### src/rtl/tcte_pkg.sv
// Shared types and constants of the text terminal character engine.
// Used by the front, back and top-level modules; depends on nothing.
`timescale 1ns / 1ps
`default_nettype none

package tcte_pkg;

  localparam logic [7:0]  GridLimit  = 8'd255;
  localparam logic [7:0]  ResetCols  = 8'd80;
  localparam logic [7:0]  ResetRows  = 8'd25;
  localparam logic [7:0]  ResetAttr  = 8'd10;
  localparam logic [7:0]  ChSpace    = 8'h20;
  localparam logic [16:0] NumCap     = 17'd10000;

  typedef enum logic [2:0] {
    CMD_GLYPH  = 3'd0,
    CMD_SCROLL = 3'd1,
    CMD_CLEAR  = 3'd2,
    CMD_ERASE  = 3'd3,
    CMD_CURSOR = 3'd4
  } tcte_cmd_e;

  typedef enum logic [3:0] {
    OP_PUT,
    OP_BS,
    OP_NL,
    OP_CR,
    OP_TAB,
    OP_LEFT,
    OP_HOME,
    OP_CLEAR,
    OP_ERASE
  } tcte_op_e;

  typedef enum logic [1:0] {
    REG_ENABLE = 2'd0,
    REG_COLS   = 2'd1,
    REG_ROWS   = 2'd2,
    REG_ATTR   = 2'd3
  } tcte_reg_e;

  typedef struct packed {
    tcte_op_e    op;
    logic [16:0] arg;
  } tcte_op_t;

endpackage

`default_nettype wire

### src/rtl/text_terminal_char_engine.sv
// Top level of the text terminal character engine: configuration registers,
// front parser with its queue, and back command sequencer.
// Depends on tcte_pkg, tcte_front and tcte_back.
`timescale 1ns / 1ps
`default_nettype none

// Each character byte pushed in produces up to six display commands, which
// leave at most one per cycle through a single result register while the
// receiver keeps popping. The parser classifies each byte combinationally
// and registers its operation into the queue; the back part then takes the
// operation, steps through one state per command and one more for a line
// advance, and for a cursor-left whose move crosses a row runs the eight
// steps of the bit-serial row/column divider. The two-entry queue between
// parser and sequencer lets bytes that yield no command, such as escape
// prefixes and digits, be taken while commands are still draining.

module text_terminal_char_engine import tcte_pkg::*; (
  input  wire logic       clk_i,
  input  wire logic       rst_ni,
  input  wire logic       push,
  output logic            full,
  input  wire logic [7:0] char_code_i,
  output logic            empty,
  input  wire logic       pop,
  output logic [2:0]      command_o,
  output logic [7:0]      glyph_o,
  output logic [7:0]      attribute_o,
  output logic [7:0]      pos_x_o,
  output logic [7:0]      pos_y_o,
  output logic            last_o,
  input  wire logic       cfg_valid_i,
  output logic            cfg_ready_o,
  input  wire logic [1:0] cfg_index_i,
  input  wire logic [7:0] cfg_data_i
);

  logic       enable_q;
  logic [7:0] cols_q, rows_q, attr_q;
  logic [7:0] eff_cols, eff_rows;
  logic       op_valid, op_pop;
  tcte_op_t   op;

  assign cfg_ready_o = 1'b1;
  assign eff_cols    = (cols_q > GridLimit) ? GridLimit : cols_q;
  assign eff_rows    = (rows_q > GridLimit) ? GridLimit : rows_q;

  always_ff @(posedge clk_i or negedge rst_ni) begin
    if (!rst_ni) begin
      enable_q <= 1'b1;
      cols_q   <= ResetCols;
      rows_q   <= ResetRows;
      attr_q   <= ResetAttr;
    end else if (cfg_valid_i && cfg_ready_o) begin
      case (tcte_reg_e'(cfg_index_i))
        REG_ENABLE: enable_q <= cfg_data_i[0];
        REG_COLS:   cols_q   <= cfg_data_i;
        REG_ROWS:   rows_q   <= cfg_data_i;
        REG_ATTR:   attr_q   <= cfg_data_i;
        default:    enable_q <= enable_q;
      endcase
    end else if (push && !full && enable_q && (cols_q == 8'd0 || rows_q == 8'd0)) begin
      cols_q <= ResetCols;
      rows_q <= ResetRows;
    end
  end

  tcte_front u_front (
    .clk_i      (clk_i),
    .rst_ni     (rst_ni),
    .push_i     (push),
    .char_i     (char_code_i),
    .enable_i   (enable_q),
    .full_o     (full),
    .op_valid_o (op_valid),
    .op_o       (op),
    .op_pop_i   (op_pop)
  );

  tcte_back u_back (
    .clk_i       (clk_i),
    .rst_ni      (rst_ni),
    .op_valid_i  (op_valid),
    .op_i        (op),
    .op_pop_o    (op_pop),
    .cols_i      (eff_cols),
    .rows_i      (eff_rows),
    .attr_i      (attr_q),
    .pop_i       (pop),
    .empty_o     (empty),
    .command_o   (command_o),
    .glyph_o     (glyph_o),
    .attribute_o (attribute_o),
    .pos_x_o     (pos_x_o),
    .pos_y_o     (pos_y_o),
    .last_o      (last_o)
  );

  a_last_is_cursor: assert property (@(posedge clk_i) disable iff (!rst_ni)
    (!empty && last_o) |-> (command_o == CMD_CURSOR))
    else $error("Final command of a character is not a cursor position.");

  a_glyph_only_on_put: assert property (@(posedge clk_i) disable iff (!rst_ni)
    (!empty && command_o != CMD_GLYPH) |-> (glyph_o == 8'd0))
    else $error("Nonzero glyph on a command other than put glyph.");

  a_scroll_clear_origin: assert property (@(posedge clk_i) disable iff (!rst_ni)
    (!empty && (command_o == CMD_SCROLL || command_o == CMD_CLEAR))
      |-> (pos_x_o == 8'd0 && pos_y_o == 8'd0))
    else $error("Scroll or clear command carries a nonzero position.");

endmodule

`default_nettype wire

### src/rtl/tcte_front.sv
// Front part: escape parser that classifies each byte into an operation,
// followed by a two-entry operation queue. Depends on tcte_pkg.
`timescale 1ns / 1ps
`default_nettype none

module tcte_front import tcte_pkg::*; (
  input  wire logic     clk_i,
  input  wire logic     rst_ni,
  input  wire logic     push_i,
  input  wire logic [7:0] char_i,
  input  wire logic     enable_i,
  output logic          full_o,
  output logic          op_valid_o,
  output tcte_op_t      op_o,
  input  wire logic     op_pop_i
);

  localparam logic [7:0] ChEsc   = 8'h1B;
  localparam logic [7:0] ChBs    = 8'h08;
  localparam logic [7:0] ChTab   = 8'h09;
  localparam logic [7:0] ChNl    = 8'h0A;
  localparam logic [7:0] ChCr    = 8'h0D;
  localparam logic [7:0] ChLbr   = 8'h5B;
  localparam logic [7:0] ChZero  = 8'h30;
  localparam logic [7:0] ChNine  = 8'h39;
  localparam logic [7:0] ChSemi  = 8'h3B;
  localparam logic [7:0] ChD     = 8'h44;
  localparam logic [7:0] ChH     = 8'h48;
  localparam logic [7:0] ChJ     = 8'h4A;
  localparam logic [7:0] ChK     = 8'h4B;

  typedef enum logic [1:0] {
    PH_IDLE = 2'd0,
    PH_ESC  = 2'd1,
    PH_CSI  = 2'd2
  } phase_e;

  phase_e      phase_q, phase_d;
  logic [16:0] num_q, num_d;
  logic        seen_q, seen_d;
  logic        accept;
  logic        emit;
  tcte_op_t    new_op;
  logic [19:0] num_x10;
  logic [16:0] n_val;

  tcte_op_t    mem_q [2];
  logic        wr_ptr_q, rd_ptr_q;
  logic [1:0]  cnt_q;

  assign full_o     = (cnt_q == 2'd2);
  assign accept     = push_i && !full_o;
  assign op_valid_o = (cnt_q != 2'd0);
  assign op_o       = mem_q[rd_ptr_q];
  assign num_x10    = {num_q, 3'b000} + {2'b00, num_q, 1'b0} + {12'd0, char_i - ChZero};
  assign n_val      = seen_q ? num_q : 17'd1;

  always_comb begin
    phase_d    = phase_q;
    num_d      = num_q;
    seen_d     = seen_q;
    emit       = 1'b0;
    new_op.op  = OP_PUT;
    new_op.arg = {9'd0, char_i};
    if (accept && enable_i) begin
      case (phase_q)
        PH_IDLE: begin
          if (char_i == ChEsc) begin
            phase_d = PH_ESC;
          end else begin
            emit = 1'b1;
            case (char_i)
              ChBs:    new_op.op = OP_BS;
              ChNl:    new_op.op = OP_NL;
              ChCr:    new_op.op = OP_CR;
              ChTab:   new_op.op = OP_TAB;
              default: new_op.op = OP_PUT;
            endcase
          end
        end
        PH_ESC: begin
          phase_d = (char_i == ChLbr) ? PH_CSI : PH_IDLE;
          num_d   = 17'd0;
          seen_d  = 1'b0;
        end
        default: begin
          if (char_i >= ChZero && char_i <= ChNine) begin
            seen_d = 1'b1;
            if (num_q <= NumCap) begin
              num_d = num_x10[16:0];
            end
          end else if (char_i != ChSemi) begin
            new_op.arg = n_val;
            case (char_i)
              ChD: begin
                emit      = 1'b1;
                new_op.op = OP_LEFT;
              end
              ChH: begin
                emit      = 1'b1;
                new_op.op = OP_HOME;
              end
              ChJ: begin
                emit      = (n_val == 17'd2);
                new_op.op = OP_CLEAR;
              end
              ChK: begin
                emit      = 1'b1;
                new_op.op = OP_ERASE;
              end
              default: emit = 1'b0;
            endcase
            phase_d = PH_IDLE;
            num_d   = 17'd0;
            seen_d  = 1'b0;
          end
        end
      endcase
    end
  end

  always_ff @(posedge clk_i or negedge rst_ni) begin
    if (!rst_ni) begin
      phase_q  <= PH_IDLE;
      num_q    <= 17'd0;
      seen_q   <= 1'b0;
      wr_ptr_q <= 1'b0;
      rd_ptr_q <= 1'b0;
      cnt_q    <= 2'd0;
    end else begin
      phase_q <= phase_d;
      num_q   <= num_d;
      seen_q  <= seen_d;
      if (emit) begin
        wr_ptr_q <= !wr_ptr_q;
      end
      if (op_pop_i && op_valid_o) begin
        rd_ptr_q <= !rd_ptr_q;
      end
      cnt_q <= cnt_q + {1'b0, emit} - {1'b0, op_pop_i && op_valid_o};
    end
  end

  always_ff @(posedge clk_i) begin
    if (emit) begin
      mem_q[wr_ptr_q] <= new_op;
    end
  end

endmodule

`default_nettype wire

### src/rtl/tcte_back.sv
// Back part: cursor state, command sequencer with a bit-serial divider for
// cursor-left, and the result register. Depends on tcte_pkg.
`timescale 1ns / 1ps
`default_nettype none

module tcte_back import tcte_pkg::*; (
  input  wire logic       clk_i,
  input  wire logic       rst_ni,
  input  wire logic       op_valid_i,
  input  tcte_op_t        op_i,
  output logic            op_pop_o,
  input  wire logic [7:0] cols_i,
  input  wire logic [7:0] rows_i,
  input  wire logic [7:0] attr_i,
  input  wire logic       pop_i,
  output logic            empty_o,
  output logic [2:0]      command_o,
  output logic [7:0]      glyph_o,
  output logic [7:0]      attribute_o,
  output logic [7:0]      pos_x_o,
  output logic [7:0]      pos_y_o,
  output logic            last_o
);

  typedef enum logic [3:0] {
    S_IDLE, S_PUT, S_SPACE, S_TAB, S_ROW, S_CUR, S_CLR, S_ERA, S_LEFT, S_DIV
  } state_e;

  state_e      state_q, state_d;
  logic [7:0]  row_q, row_d, col_q, col_d, ch_q, ch_d;
  logic [16:0] arg_q, arg_d;
  logic [8:0]  stop_q, stop_d;
  logic [7:0]  rem_q, rem_d, dlo_q, dlo_d, quo_q, quo_d;
  logic [2:0]  cnt_q, cnt_d;
  logic        out_valid_q;

  logic        out_rdy, em, em_last;
  tcte_cmd_e   em_cmd;
  logic [7:0]  em_glyph, em_x, em_y;
  logic [8:0]  col_inc, row_inc, tab_sum, trial, trial_sub;
  logic [15:0] lin, diff;
  logic [16:0] left_rem;
  logic        qbit;

  assign out_rdy   = !out_valid_q || pop_i;
  assign empty_o   = !out_valid_q;
  assign col_inc   = {1'b0, col_q} + 9'd1;
  assign row_inc   = {1'b0, row_q} + 9'd1;
  assign tab_sum   = {1'b0, col_q} + 9'd4;
  assign lin       = {8'd0, row_q} * {8'd0, cols_i};
  assign left_rem  = arg_q - {9'd0, col_q};
  assign diff      = lin - left_rem[15:0];
  assign trial     = {rem_q, dlo_q[7]};
  assign trial_sub = trial - {1'b0, cols_i};
  assign qbit      = (trial >= {1'b0, cols_i});

  always_comb begin
    state_d  = state_q;
    row_d    = row_q;
    col_d    = col_q;
    ch_d     = ch_q;
    arg_d    = arg_q;
    stop_d   = stop_q;
    rem_d    = rem_q;
    dlo_d    = dlo_q;
    quo_d    = quo_q;
    cnt_d    = cnt_q;
    op_pop_o = 1'b0;
    em       = 1'b0;
    em_cmd   = CMD_CURSOR;
    em_glyph = 8'd0;
    em_x     = col_q;
    em_y     = row_q;
    em_last  = 1'b0;
    case (state_q)
      S_IDLE: begin
        if (op_valid_i) begin
          op_pop_o = 1'b1;
          arg_d    = op_i.arg;
          ch_d     = op_i.arg[7:0];
          case (op_i.op)
            OP_PUT: state_d = S_PUT;
            OP_BS: begin
              ch_d = ChSpace;
              if (col_q != 8'd0) begin
                col_d   = col_q - 8'd1;
                state_d = S_SPACE;
              end else if (row_q != 8'd0) begin
                row_d   = row_q - 8'd1;
                col_d   = cols_i - 8'd1;
                state_d = S_SPACE;
              end else begin
                state_d = S_CUR;
              end
            end
            OP_NL: begin
              col_d   = 8'd0;
              state_d = S_ROW;
            end
            OP_CR: begin
              col_d   = 8'd0;
              state_d = S_CUR;
            end
            OP_TAB: begin
              stop_d  = {tab_sum[8:2], 2'b00};
              state_d = S_TAB;
            end
            OP_LEFT: state_d = S_LEFT;
            OP_HOME: begin
              row_d   = 8'd0;
              col_d   = 8'd0;
              state_d = S_CUR;
            end
            OP_CLEAR: begin
              row_d   = 8'd0;
              col_d   = 8'd0;
              state_d = S_CLR;
            end
            OP_ERASE: state_d = (col_q < cols_i) ? S_ERA : S_CUR;
            default:  state_d = S_CUR;
          endcase
        end
      end
      S_PUT: begin
        em       = 1'b1;
        em_cmd   = CMD_GLYPH;
        em_glyph = ch_q;
        if (out_rdy) begin
          if (col_inc >= {1'b0, cols_i}) begin
            col_d   = 8'd0;
            state_d = S_ROW;
          end else begin
            col_d   = col_inc[7:0];
            state_d = S_CUR;
          end
        end
      end
      S_SPACE: begin
        em       = 1'b1;
        em_cmd   = CMD_GLYPH;
        em_glyph = ch_q;
        if (out_rdy) begin
          state_d = S_CUR;
        end
      end
      S_TAB: begin
        em       = 1'b1;
        em_cmd   = CMD_GLYPH;
        em_glyph = ChSpace;
        if (out_rdy) begin
          if (col_inc >= {1'b0, cols_i}) begin
            col_d   = 8'd0;
            state_d = S_ROW;
          end else begin
            col_d   = col_inc[7:0];
            state_d = (col_inc < stop_q) ? S_TAB : S_CUR;
          end
        end
      end
      S_ROW: begin
        if (row_inc >= {1'b0, rows_i}) begin
          em     = 1'b1;
          em_cmd = CMD_SCROLL;
          em_x   = 8'd0;
          em_y   = 8'd0;
          if (out_rdy) begin
            row_d   = rows_i - 8'd1;
            state_d = S_CUR;
          end
        end else begin
          row_d   = row_inc[7:0];
          state_d = S_CUR;
        end
      end
      S_CUR: begin
        em      = 1'b1;
        em_last = 1'b1;
        if (out_rdy) begin
          state_d = S_IDLE;
        end
      end
      S_CLR: begin
        em     = 1'b1;
        em_cmd = CMD_CLEAR;
        em_x   = 8'd0;
        em_y   = 8'd0;
        if (out_rdy) begin
          state_d = S_CUR;
        end
      end
      S_ERA: begin
        em     = 1'b1;
        em_cmd = CMD_ERASE;
        if (out_rdy) begin
          state_d = S_CUR;
        end
      end
      S_LEFT: begin
        if (arg_q <= {9'd0, col_q}) begin
          col_d   = col_q - arg_q[7:0];
          state_d = S_CUR;
        end else if (left_rem >= {1'b0, lin}) begin
          row_d   = 8'd0;
          col_d   = 8'd0;
          state_d = S_CUR;
        end else begin
          rem_d   = diff[15:8];
          dlo_d   = diff[7:0];
          cnt_d   = 3'd0;
          state_d = S_DIV;
        end
      end
      S_DIV: begin
        rem_d = qbit ? trial_sub[7:0] : trial[7:0];
        quo_d = {quo_q[6:0], qbit};
        dlo_d = {dlo_q[6:0], 1'b0};
        cnt_d = cnt_q + 3'd1;
        if (cnt_q == 3'd7) begin
          row_d   = {quo_q[6:0], qbit};
          col_d   = rem_d;
          state_d = S_CUR;
        end
      end
      default: state_d = S_IDLE;
    endcase
  end

  always_ff @(posedge clk_i or negedge rst_ni) begin
    if (!rst_ni) begin
      state_q     <= S_IDLE;
      row_q       <= 8'd0;
      col_q       <= 8'd0;
      out_valid_q <= 1'b0;
      ch_q        <= 8'd0;
      arg_q       <= 17'd0;
      stop_q      <= 9'd0;
      rem_q       <= 8'd0;
      dlo_q       <= 8'd0;
      quo_q       <= 8'd0;
      cnt_q       <= 3'd0;
      command_o   <= CMD_GLYPH;
      glyph_o     <= 8'd0;
      attribute_o <= 8'd0;
      pos_x_o     <= 8'd0;
      pos_y_o     <= 8'd0;
      last_o      <= 1'b0;
    end else begin
      state_q <= state_d;
      row_q   <= row_d;
      col_q   <= col_d;
      ch_q    <= ch_d;
      arg_q   <= arg_d;
      stop_q  <= stop_d;
      rem_q   <= rem_d;
      dlo_q   <= dlo_d;
      quo_q   <= quo_d;
      cnt_q   <= cnt_d;
      if (em && out_rdy) begin
        out_valid_q <= 1'b1;
        command_o   <= em_cmd;
        glyph_o     <= em_glyph;
        attribute_o <= attr_i;
        pos_x_o     <= em_x;
        pos_y_o     <= em_y;
        last_o      <= em_last;
      end else if (pop_i && out_valid_q) begin
        out_valid_q <= 1'b0;
      end
    end
  end

endmodule

`default_nettype wire
### config.mk
export PLATFORM = sky130hd
export DESIGN_NAME = text_terminal_char_engine
export DESIGN_NICKNAME = d
export VERILOG_FILES = /design/src/rtl/tcte_pkg.sv /design/src/rtl/text_terminal_char_engine.sv /design/src/rtl/tcte_front.sv /design/src/rtl/tcte_back.sv
export SDC_FILE = /design/constraint.sdc
export NUM_CORES = 1
export LEC_CHECK = 0
export BUFFER_PORTS_ARGS = -buffer_cell sky130_fd_sc_hd__buf_2
export CORE_MARGIN = 5
export CORE_UTILIZATION = 35
export DETAILED_ROUTE_END_ITERATION = 10
export HOLD_SLACK_MARGIN = 0.06
export PLACE_DENSITY = 0.61
export SLEW_MARGIN = 20
export SYNTH_ARGS = -nofsm -noshare
export SYNTH_HDL_FRONTEND = slang
export SYNTH_SLANG_ARGS = --single-unit
export TNS_END_PERCENT = 1
### constraint.sdc
create_clock -name clk_i -period 20.1 [get_ports clk_i]
set_clock_uncertainty 0.2 [all_clocks]
set_input_delay 2.01 -clock clk_i [delete_from_list [all_inputs] [get_ports clk_i]]
set_output_delay 2.01 -clock clk_i [all_outputs]
set_load 0.01 [all_outputs]
==> impl_metrics.ini, run 1 <==
[synthesis]
netlist_area_um2 = 16100
syn_inst = 1766
synth_ff_type = dfrtp_1
synth.net_count = 1996
synth_most_common_cell = nand2_1
number_of_enable_type_register_cells_in_the_synthesized_netlist = 42
synthTopCellsByCount = nand2_1 (172), inv_1 (163), ha_1 (161)
postSynth.asyncResetShare_pct = 79.6
syn_avg_cell_area_um2 = 9.11
warning_count_from_the_yosys_run = 0
leading_cell_types_by_total_area_after_synthesis = dfrtp_1 (24%), ha_1 (13%), edfxtp_1 (7.8%)
yosys.area.top_type = dfrtp_1
ys_seq_area_share_pct = 33.4
synth_top_cell_area_share_pct = 24.3
netlist-cell-type-count = 82
synth_seq_cells = 206

[clocking]
htreeDepth = 1
clockRootBuffer = clkbuf_16
insertion_delay_ns = 0.55
cts_hold_repair.buffers = 0
count_of_instances_resized_after_the_clock_tree_is_built = 0
cts_num_sinks = 206
post-cts-setup-buffers = 0
cts_tree = yes
tritoncts_buffers = 25
path_clk_slew_ns = 0.06
cts-root-to-sink-buffers = 3

[final_layout]
post_route_cells_drive_above_1_share_pct = 9.82
design.final.nets = 2033
areaGrowthSynthToFinish_pct = 11.2

[timing]
worst_slew_pin_slew_ns = 1.08
setup_viol = 0
period_minus_slack_ns = 7.30
unrepaired_setup_endpoints_after_global_routing = no
final-hold-violation-count = 0
fin_tns_setup_ns = 0
fmax_ghz = 0.137
slew_violations = 0
timing.final.crit_share_pct = 36.3
maxSlewHeadroom_pct = 27.8

[worst_setup_path]
cp.arrival_ns = 7.52
setup.worst_path.start_class = register
worst-r2r-setup-slack_ns = 12.80
reg2reg_to = u_back.row_q[5]
cp_capture_type = register
timing.setup.critical_path_class = register to register
r2r_start = u_back.row_q[2]
critical_path_required_ns = 20.33
worstRegToRegCells = 26
cp_max_fo = 10

[route]
drc_errors = 0
vias_per_cell = 5.39
first_pass_iters = 5
drt.antenna.violating_nets = 0
wire_length_per_cell_um = 19.1
routedLengthMet1_mm = 21.2
routed.top_layer = met4
total_routed_length_mm = 46.2
drt_first_iter_violations = 963
dr_wl_met3_mm = 2.88
vias = 13056
met2WireLength_mm = 20.9

[global_routing]
grt_pass1_wl_mm = 72.8
maximum_number_of_pins_on_one_net_before_global_route_repair = 85
grt_antenna_before_repair = 4
gr-total-overflow = 0
grtUsageTotal_pct = 18.0
number_of_global_route_vias_before_repair = 12658

[floorplanning]
core_area_um2 = 45500
pin_count = 62
die_width_um = 224
dieHeight_um = 224
num_rows = 78
floorplan.initialDensity_pct = 35.4
fp.dieArea_um2 = 50400

[place]
port-buffer-count = 60
dp.final_hpwl_mm = 35.9
gp_congestion = 0.880

[outcome]
run_status = finished clean

[run]
cap_violations = 0

[worst_hold_path]
whs_endpoint = u_back.quo_q[4]
min-delay-path-class = register to register
hold_path.startpoint = u_back.quo_q[4]
number_of_instances_on_the_worst_hold_path = 2
[stage by stage]
stage          cell area [um2]  util (%)  setup WS (ns)  hold slack (ns)  std cells
4_1_cts                  17900      39.3          12.82            0.279       2422
3_5_place_dp             17000      37.4          12.89            0.264       2376
5_1_grt                  17900      39.3          12.28            0.306       2423
6_report                 17900      39.3          12.80            0.275       2423
3_3_place_gp             17000      37.4          13.01            0.260       2376
2_1_floorplan            16100         -          13.62            0.246       1766
[metal layers]
layer	track usage, %	vias to the layer above
li1	-	6245
met1	25.6	6387
met2	28.4	364
met3	3.35	60
met4	4.22	0
met5	0	-
[registers in the layout (all words and copies together) (netlist names), 4 cells and up]
name and count:
u_front.mem_q 42, u_back.arg_q 17, u_front.num_q 17, attr_q 8, cols_q 8, rows_q 8, u_back.attribute_o 8, u_back.ch_q 8
u_back.col_q 8, u_back.dlo_q 8, u_back.glyph_o 8, u_back.pos_x_o 8, u_back.pos_y_o 8, u_back.rem_q 8, u_back.row_q 8, u_back.quo_q 7
u_back.stop_q 7, u_back.state_q 4
[worst max-delay path, cell delays in order, from the launching register on]
cell      delay (ns)
dfrtp_1         0.61
clkinv_1        0.42
nor2_1          0.25
fa_1            0.44
ha_1            0.31
ha_1            0.27
inv_1           0.05
fa_1            0.52
inv_1           0.04
ha_1            0.33
a21o_1          0.19
a21oi_1         0.22
o21bai_1        0.12
a21oi_1         0.28
o21bai_1        0.13
a21oi_1         0.20
xnor2_1         0.17
inv_1           0.07
ha_1            0.42
nand4_1         0.15
nor2_1          0.16
o221ai_1        0.14
a21oi_1         0.19
nand4b_4        0.22
o21ai_2         0.10
or3_1           0.59
mux2_4          0.36
[cell families (layout without fill, tap and decap cells)]
| family | Yosys count | after routing | synth area share, % |
|---|---|---|---|
| AND/OR/NAND/NOR | 553 | 553 | 16.5 |
| AO/OA/AOI/OAI | 400 | 400 | 16.3 |
| buffers and inverters | 233 | 289 | 5.59 |
| adder cells (fa/ha/maj) | 207 | 207 | 18.2 |
| flip-flops | 206 | 206 | 33.4 |
| XOR/XNOR | 99 | 99 | 5.39 |
| multiplexers | 67 | 67 | 4.52 |
| other | 1 | 2 | 0.0233 |
[cells in the final DEF (no fill, tap or decap), types with 6 or more instances in the layout]
master     count
nand3_1       49
nor2_1       143
nor3_1        37
and2_1        38
mux2_2        23
nor2b_1       23
nand4_1        9
dfrtp_1      156
clkbuf_16     25
edfxtp_1      42
a31oi_1       14
a211oi_1      15
o21bai_1       8
fa_1          46
mux2i_1       38
o21a_1        11
nand2_1      172
dfstp_2        8
a21boi_0       9
nand2b_1      14
a21o_1        32
clkbuf_8       6
nor4_1        12
or2_2          8
o21ai_0      103
xor2_1        32
a22o_1        31
buf_4         13
and3_1         7
o31ai_1       23
a21oi_1       91
buf_2         59
clkbuf_1       8
clkinv_1       6
ha_1         161
or3_1          8
inv_1        163
xnor2_1       67
[layout make-up]
class,count,area (um2)
timing repair buffer,74,415
multi-input combinational,1327,9850
sequential,206,5380
inverter,169,634
fill,4566,27600
antenna,1,2.50
clock inverter,7,125
tap,600,751
clock buffer,39,738
[worst max-delay path by stage]
stage,startpoint,to,slack [ns],cells past startpoint
3_5_place_dp,u_back.row_q[2],u_back.rem_q[7],12.89,23
6_report,u_back.row_q[2],u_back.row_q[5],12.80,26
5_1_grt,u_back.row_q[0],u_back.rem_q[6],12.28,26
3_3_place_gp,u_back.row_q[2],u_back.rem_q[7],13.01,23
4_1_cts,u_back.row_q[0],u_back.row_q[7],12.82,26
2_1_floorplan,u_back.row_q[3],u_back.row_q[1],13.62,28
Power of run 1 is not shown: default switching activity piles up to over one toggle a cycle in this logic, so the estimate is an artifact.
==> run 2, diff against run 1 <==
clock period = 7.48 ns   (was 20.1 ns; I/O delays follow)
==> impl_metrics.ini, run 2 (synthesis results as in run 1) <==
[outcome]
run_status = finished clean

[floorplanning]
pin_count = 62
floorplan.initialDensity_pct = 35.4
fp.dieArea_um2 = 50400
num_rows = 78
die_width_um = 224
core_area_um2 = 45500
dieHeight_um = 224

[worst_setup_path]
setup.worst_path.start_class = register
worstSetupEndpoint = u_back.row_q[5]
r2r_start = u_back.row_q[0]
max_stage_delay_ns = 0.59
cp_capture_type = register
critical_path_required_ns = 7.73
worst-r2r-setup-slack_ns = 0.42
critical_path_cell_count = 26
cp_max_fo = 10
cpMaxStageDelayCell = or3_1
reg2reg_to = u_back.row_q[5]
cp.arrival_ns = 7.31
worstRegToRegCells = 26
critical-path-top-cell-by-count = a21oi_1
cpLargestDelayFamily = adder cells
crit_buf_inv = 4
worst_setup_path_startpoint = u_back.row_q[0]
timing.setup.critical_path_class = register to register

[timing]
timing.final.crit_share_pct = 94.4
fin_tns_setup_ns = 0
period_minus_slack_ns = 7.06
setup_viol = 0
unrepaired_setup_endpoints_after_global_routing = no
fmax_ghz = 0.142
worst_slew_pin_slew_ns = 1.08
final-hold-violation-count = 0
slew_violations = 0
maxSlewHeadroom_pct = 28.1

[clocking]
path_clk_slew_ns = 0.06
cts_tree = yes
insertion_delay_ns = 0.58
post-cts-setup-buffers = 0
cts_num_sinks = 206
tritoncts_buffers = 26
count_of_instances_resized_after_the_clock_tree_is_built = 0
htreeDepth = 1
cts-root-to-sink-buffers = 3
clockRootBuffer = clkbuf_16

[global_routing]
number_of_global_route_vias_before_repair = 12696
maximum_number_of_pins_on_one_net_before_global_route_repair = 66
grt_pass1_wl_mm = 72.7
grtUsageTotal_pct = 17.8
gr-total-overflow = 0
grt_use_met3_pct = 3.15
gr-max-usage-layer = met2
grt_antenna_before_repair = 1
grt.met2_usage_pct = 27.9
met1_usage_pct = 26.0

[route]
drt_first_iter_violations = 911
vias = 13020
wire_length_per_cell_um = 18.7
drc_errors = 0
first_pass_iters = 5
drt.antenna.violating_nets = 0
total_routed_length_mm = 45.6
vias_per_cell = 5.35

[worst_hold_path]
min-delay-path-class = input port to register
number_of_instances_on_the_worst_hold_path = 3

[place]
port-buffer-count = 60
gp_congestion = 0.927
dp.final_hpwl_mm = 35.3

[final_layout]
filler_cell_count = 4566
top_register = u_front.mem_q
design.final.nets = 2045
layout.cells.most_common = nand2_1
post_route_cells_drive_above_1_share_pct = 10.7
final_cell_mix = nand2_1 (172), inv_1 (163), ha_1 (161)
largest_registers = u_front.mem_q: 42 flops, u_back.arg_q: 17 flops, u_front.num_q: 17 flops
antenna_diode_instance_count = 0
areaGrowthSynthToFinish_pct = 12.0
largest_register_ffs = 42

[run]
cap_violations = 0
## run 2: routing by layer
layer | part of all wire (%) | routed length (um)
met4 | 2.1 | 970
met1 | 46 | 21100
met3 | 6.2 | 2820
met2 | 45 | 20700
met5 | 0 | 0
## run 2: timing repair
| action | 4_1_cts | 5_1_grt |
|---|---|---|
| endpoints found under the hold margin | 63 | 0 |
| hold buffers | 1 | 0 |
| setup endpoints to repair | 0 | 0 |
## run 2: worst reg2reg max path: stages, from the launching register on
cell      delay [ns]
dfrtp_1         0.52
clkinv_1        0.40
nor2_1          0.23
ha_1            0.19
fa_1            0.40
ha_1            0.29
inv_1           0.05
fa_1            0.52
inv_1           0.07
fa_1            0.46
a21o_1          0.17
a21oi_1         0.22
o21bai_1        0.09
a21oi_1         0.23
o21bai_1        0.13
a21oi_1         0.19
xnor2_1         0.17
inv_1           0.07
ha_1            0.42
nand4_1         0.15
nor2_1          0.16
o221ai_1        0.14
a21oi_1         0.18
nand4b_4        0.21
o21ai_2         0.11
or3_1           0.59
mux2_4          0.38
## run 2: how the worst min path moves through the flow
stage / start / endpoint / slack [ns]
6_report: cfg_data_i[6] / cols_q[6] / 0.22
4_1_cts: cfg_data_i[4] / cols_q[4] / 0.20
3_3_place_gp: u_back.quo_q[3] / u_back.quo_q[3] / 0.26
2_1_floorplan: rst_ni / attr_q[0] / 0.25
5_1_grt: cfg_data_i[6] / cols_q[6] / 0.23
3_5_place_dp: u_back.glyph_o[0] / u_back.glyph_o[0] / 0.27
## run 2: final cells by class
type                       count  area, um2  area share, %
tap                          600        751           4.17
multi-input combinational   1327       9850           54.7
clock buffer                  37        795           4.41
sequential                   206       5380           29.8
inverter                     169        634           3.52
timing repair buffer          85        497           2.76
clock inverter                11        116          0.646
## run 2: per-stage QoR
step / hold WS [ns] / instances / worst slack (ns) / area, um2 / util (%)
after floorplan: 0.246 / 1766 / 0.997 / 16100 / -
after global placement: 0.260 / 2386 / 0.579 / 17100 / 37.6
after detailed placement: 0.268 / 2386 / 0.476 / 17100 / 37.6
after CTS: 0.204 / 2435 / 0.425 / 18000 / 39.6
after global routing: 0.227 / 2435 / 0.00362 / 18000 / 39.6
final: 0.219 / 2435 / 0.418 / 18000 / 39.6
Power of run 2 is left out for the same reason.
==> run 3, diff against run 2 <==
CORE_UTILIZATION = 40   (was 35)
PLACE_DENSITY = 0.67   (was 0.61)
TNS_END_PERCENT = not set   (was 1)
==> impl_metrics.ini, run 3 (synthesis results as in run 1) <==
[outcome]
run_status = finished clean

[worst_setup_path]
critical_path_required_ns = 7.68
worst-r2r-setup-slack_ns = 0.50
cp_max_fo = 9
r2r_start = cols_q[4]
max_stage_delay_ns = 0.63
crit_buf_inv = 4
cpLargestDelayFamily = adder cells
setup.worst_path.start_class = register
cp_capture_type = register
cpMaxStageDelayCell = dfstp_2
timing.setup.critical_path_class = register to register
reg2reg_to = u_back.row_q[5]
worstRegToRegCells = 26
cp.arrival_ns = 7.18

[timing]
unrepaired_setup_endpoints_after_global_routing = no
timing.final.crit_share_pct = 93.3
slew_violations = 0
final-hold-violation-count = 0
worst_slew_pin_slew_ns = 1.12
setup_viol = 0
fmax_ghz = 0.143
maxSlewHeadroom_pct = 25.2
fin_tns_setup_ns = 0
period_minus_slack_ns = 6.98

[clocking]
path_clk_slew_ns = 0.06
cts_num_sinks = 206
htreeDepth = 1
clockRootBuffer = clkbuf_16
cts_hold_repair.buffers = 0
insertion_delay_ns = 0.52
cts_tree = yes
cts-root-to-sink-buffers = 3
tritoncts_buffers = 24

[place]
dpl-instance-area_um2 = 17000
placed_cells_incl_taps = 2306
gp_congestion = 0.947
port-buffer-count = 60
dp.final_hpwl_mm = 33.5

[route]
total_routed_length_mm = 43.1
drc_errors = 0
drt.antenna.violating_nets = 0
wire_length_per_cell_um = 18.3
drt_first_iter_violations = 996
first_pass_iters = 6
vias_per_cell = 5.55
vias = 13054

[final_layout]
post_route_cells_drive_above_1_share_pct = 10.1
largest_register_ffs = 42
finish.instance_area_um2 = 17700
layout.cells.non_filler = 2350
filler_cell_count = 3865
antenna_diode_instance_count = 0
layout.cells.most_common = nand2_1
top_register = u_front.mem_q
largest_registers = u_front.mem_q: 42 flops, u_back.arg_q: 17 flops, u_front.num_q: 17 flops
design.final.nets = 2037
areaGrowthSynthToFinish_pct = 10.3
final_cell_mix = nand2_1 (172), inv_1 (162), ha_1 (161)

[global_routing]
maximum_number_of_pins_on_one_net_before_global_route_repair = 101
grt_antenna_before_repair = 0
gr-total-overflow = 0
grtUsageTotal_pct = 19.1
number_of_global_route_vias_before_repair = 12912
grt_pass1_wl_mm = 69.5

[floorplanning]
dieHeight_um = 211
num_rows = 73
fp.dieArea_um2 = 44300
pin_count = 62
die_width_um = 211
floorplan.initialDensity_pct = 40.5
core_area_um2 = 39700

[run]
cap_violations = 0

[worst_hold_path]
min-delay-path-class = input port to asynchronous set/reset pin
run 3: cell types whose count changed in the layout (fill, tap and decap cells not counted), sizes merged:
cell,delta
inv,-1
clkbuf,-3
buf,-5
dlygate4sd3,-1
run 3: final cells by class:
class	count	area, um2	share of cell area, %
Clock buffer	34	699	3.94
Clock inverter	10	78.8	0.444
Inverter	169	642	3.62
Multi-Input combinational cell	1327	9840	55.5
Sequential cell	206	5380	30.3
Tap cell	525	657	3.70
Timing Repair Buffer	79	449	2.53
run 3: metal layers:
metal	vias up	global-route usage, %	wire (um)
li1	6253	-	-
met1	6371	26.4	19200
met2	356	31.9	20500
met3	74	2.35	2280
met4	0	5.03	1130
met5	-	0	0
run 3: what timing repair did:
action / in CTS / in global routing
gates resized for setup: 0 / 4
setup buffers: 0 / 0
endpoints found under the setup margin: 0 / 9
run 3: how the worst max path moves through the flow:
stage                                from         endpoint  cells after the start
after floorplan           u_back.row_q[3]  u_back.row_q[1]                     28
after global routing            cols_q[4]  u_back.row_q[5]                     26
final                           cols_q[4]  u_back.row_q[5]                     26
after global placement    u_back.row_q[2]  u_back.row_q[5]                     23
after detailed placement  u_back.row_q[2]  u_back.row_q[5]                     23
after CTS                 u_back.row_q[2]  u_back.row_q[5]                     23
run 3: metrics by stage:
step / setup WS [ns] / hold WS (ns) / util [%]
2_1_floorplan: 0.997 / 0.246 / -
5_1_grt: 0.0498 / 0.197 / 44.7
3_5_place_dp: 0.347 / 0.263 / 42.7
3_3_place_gp: 0.588 / 0.261 / 42.7
6_report: 0.502 / 0.110 / 44.7
4_1_cts: 0.336 / 0.163 / 44.6
Power of run 3 is left out for the same reason.
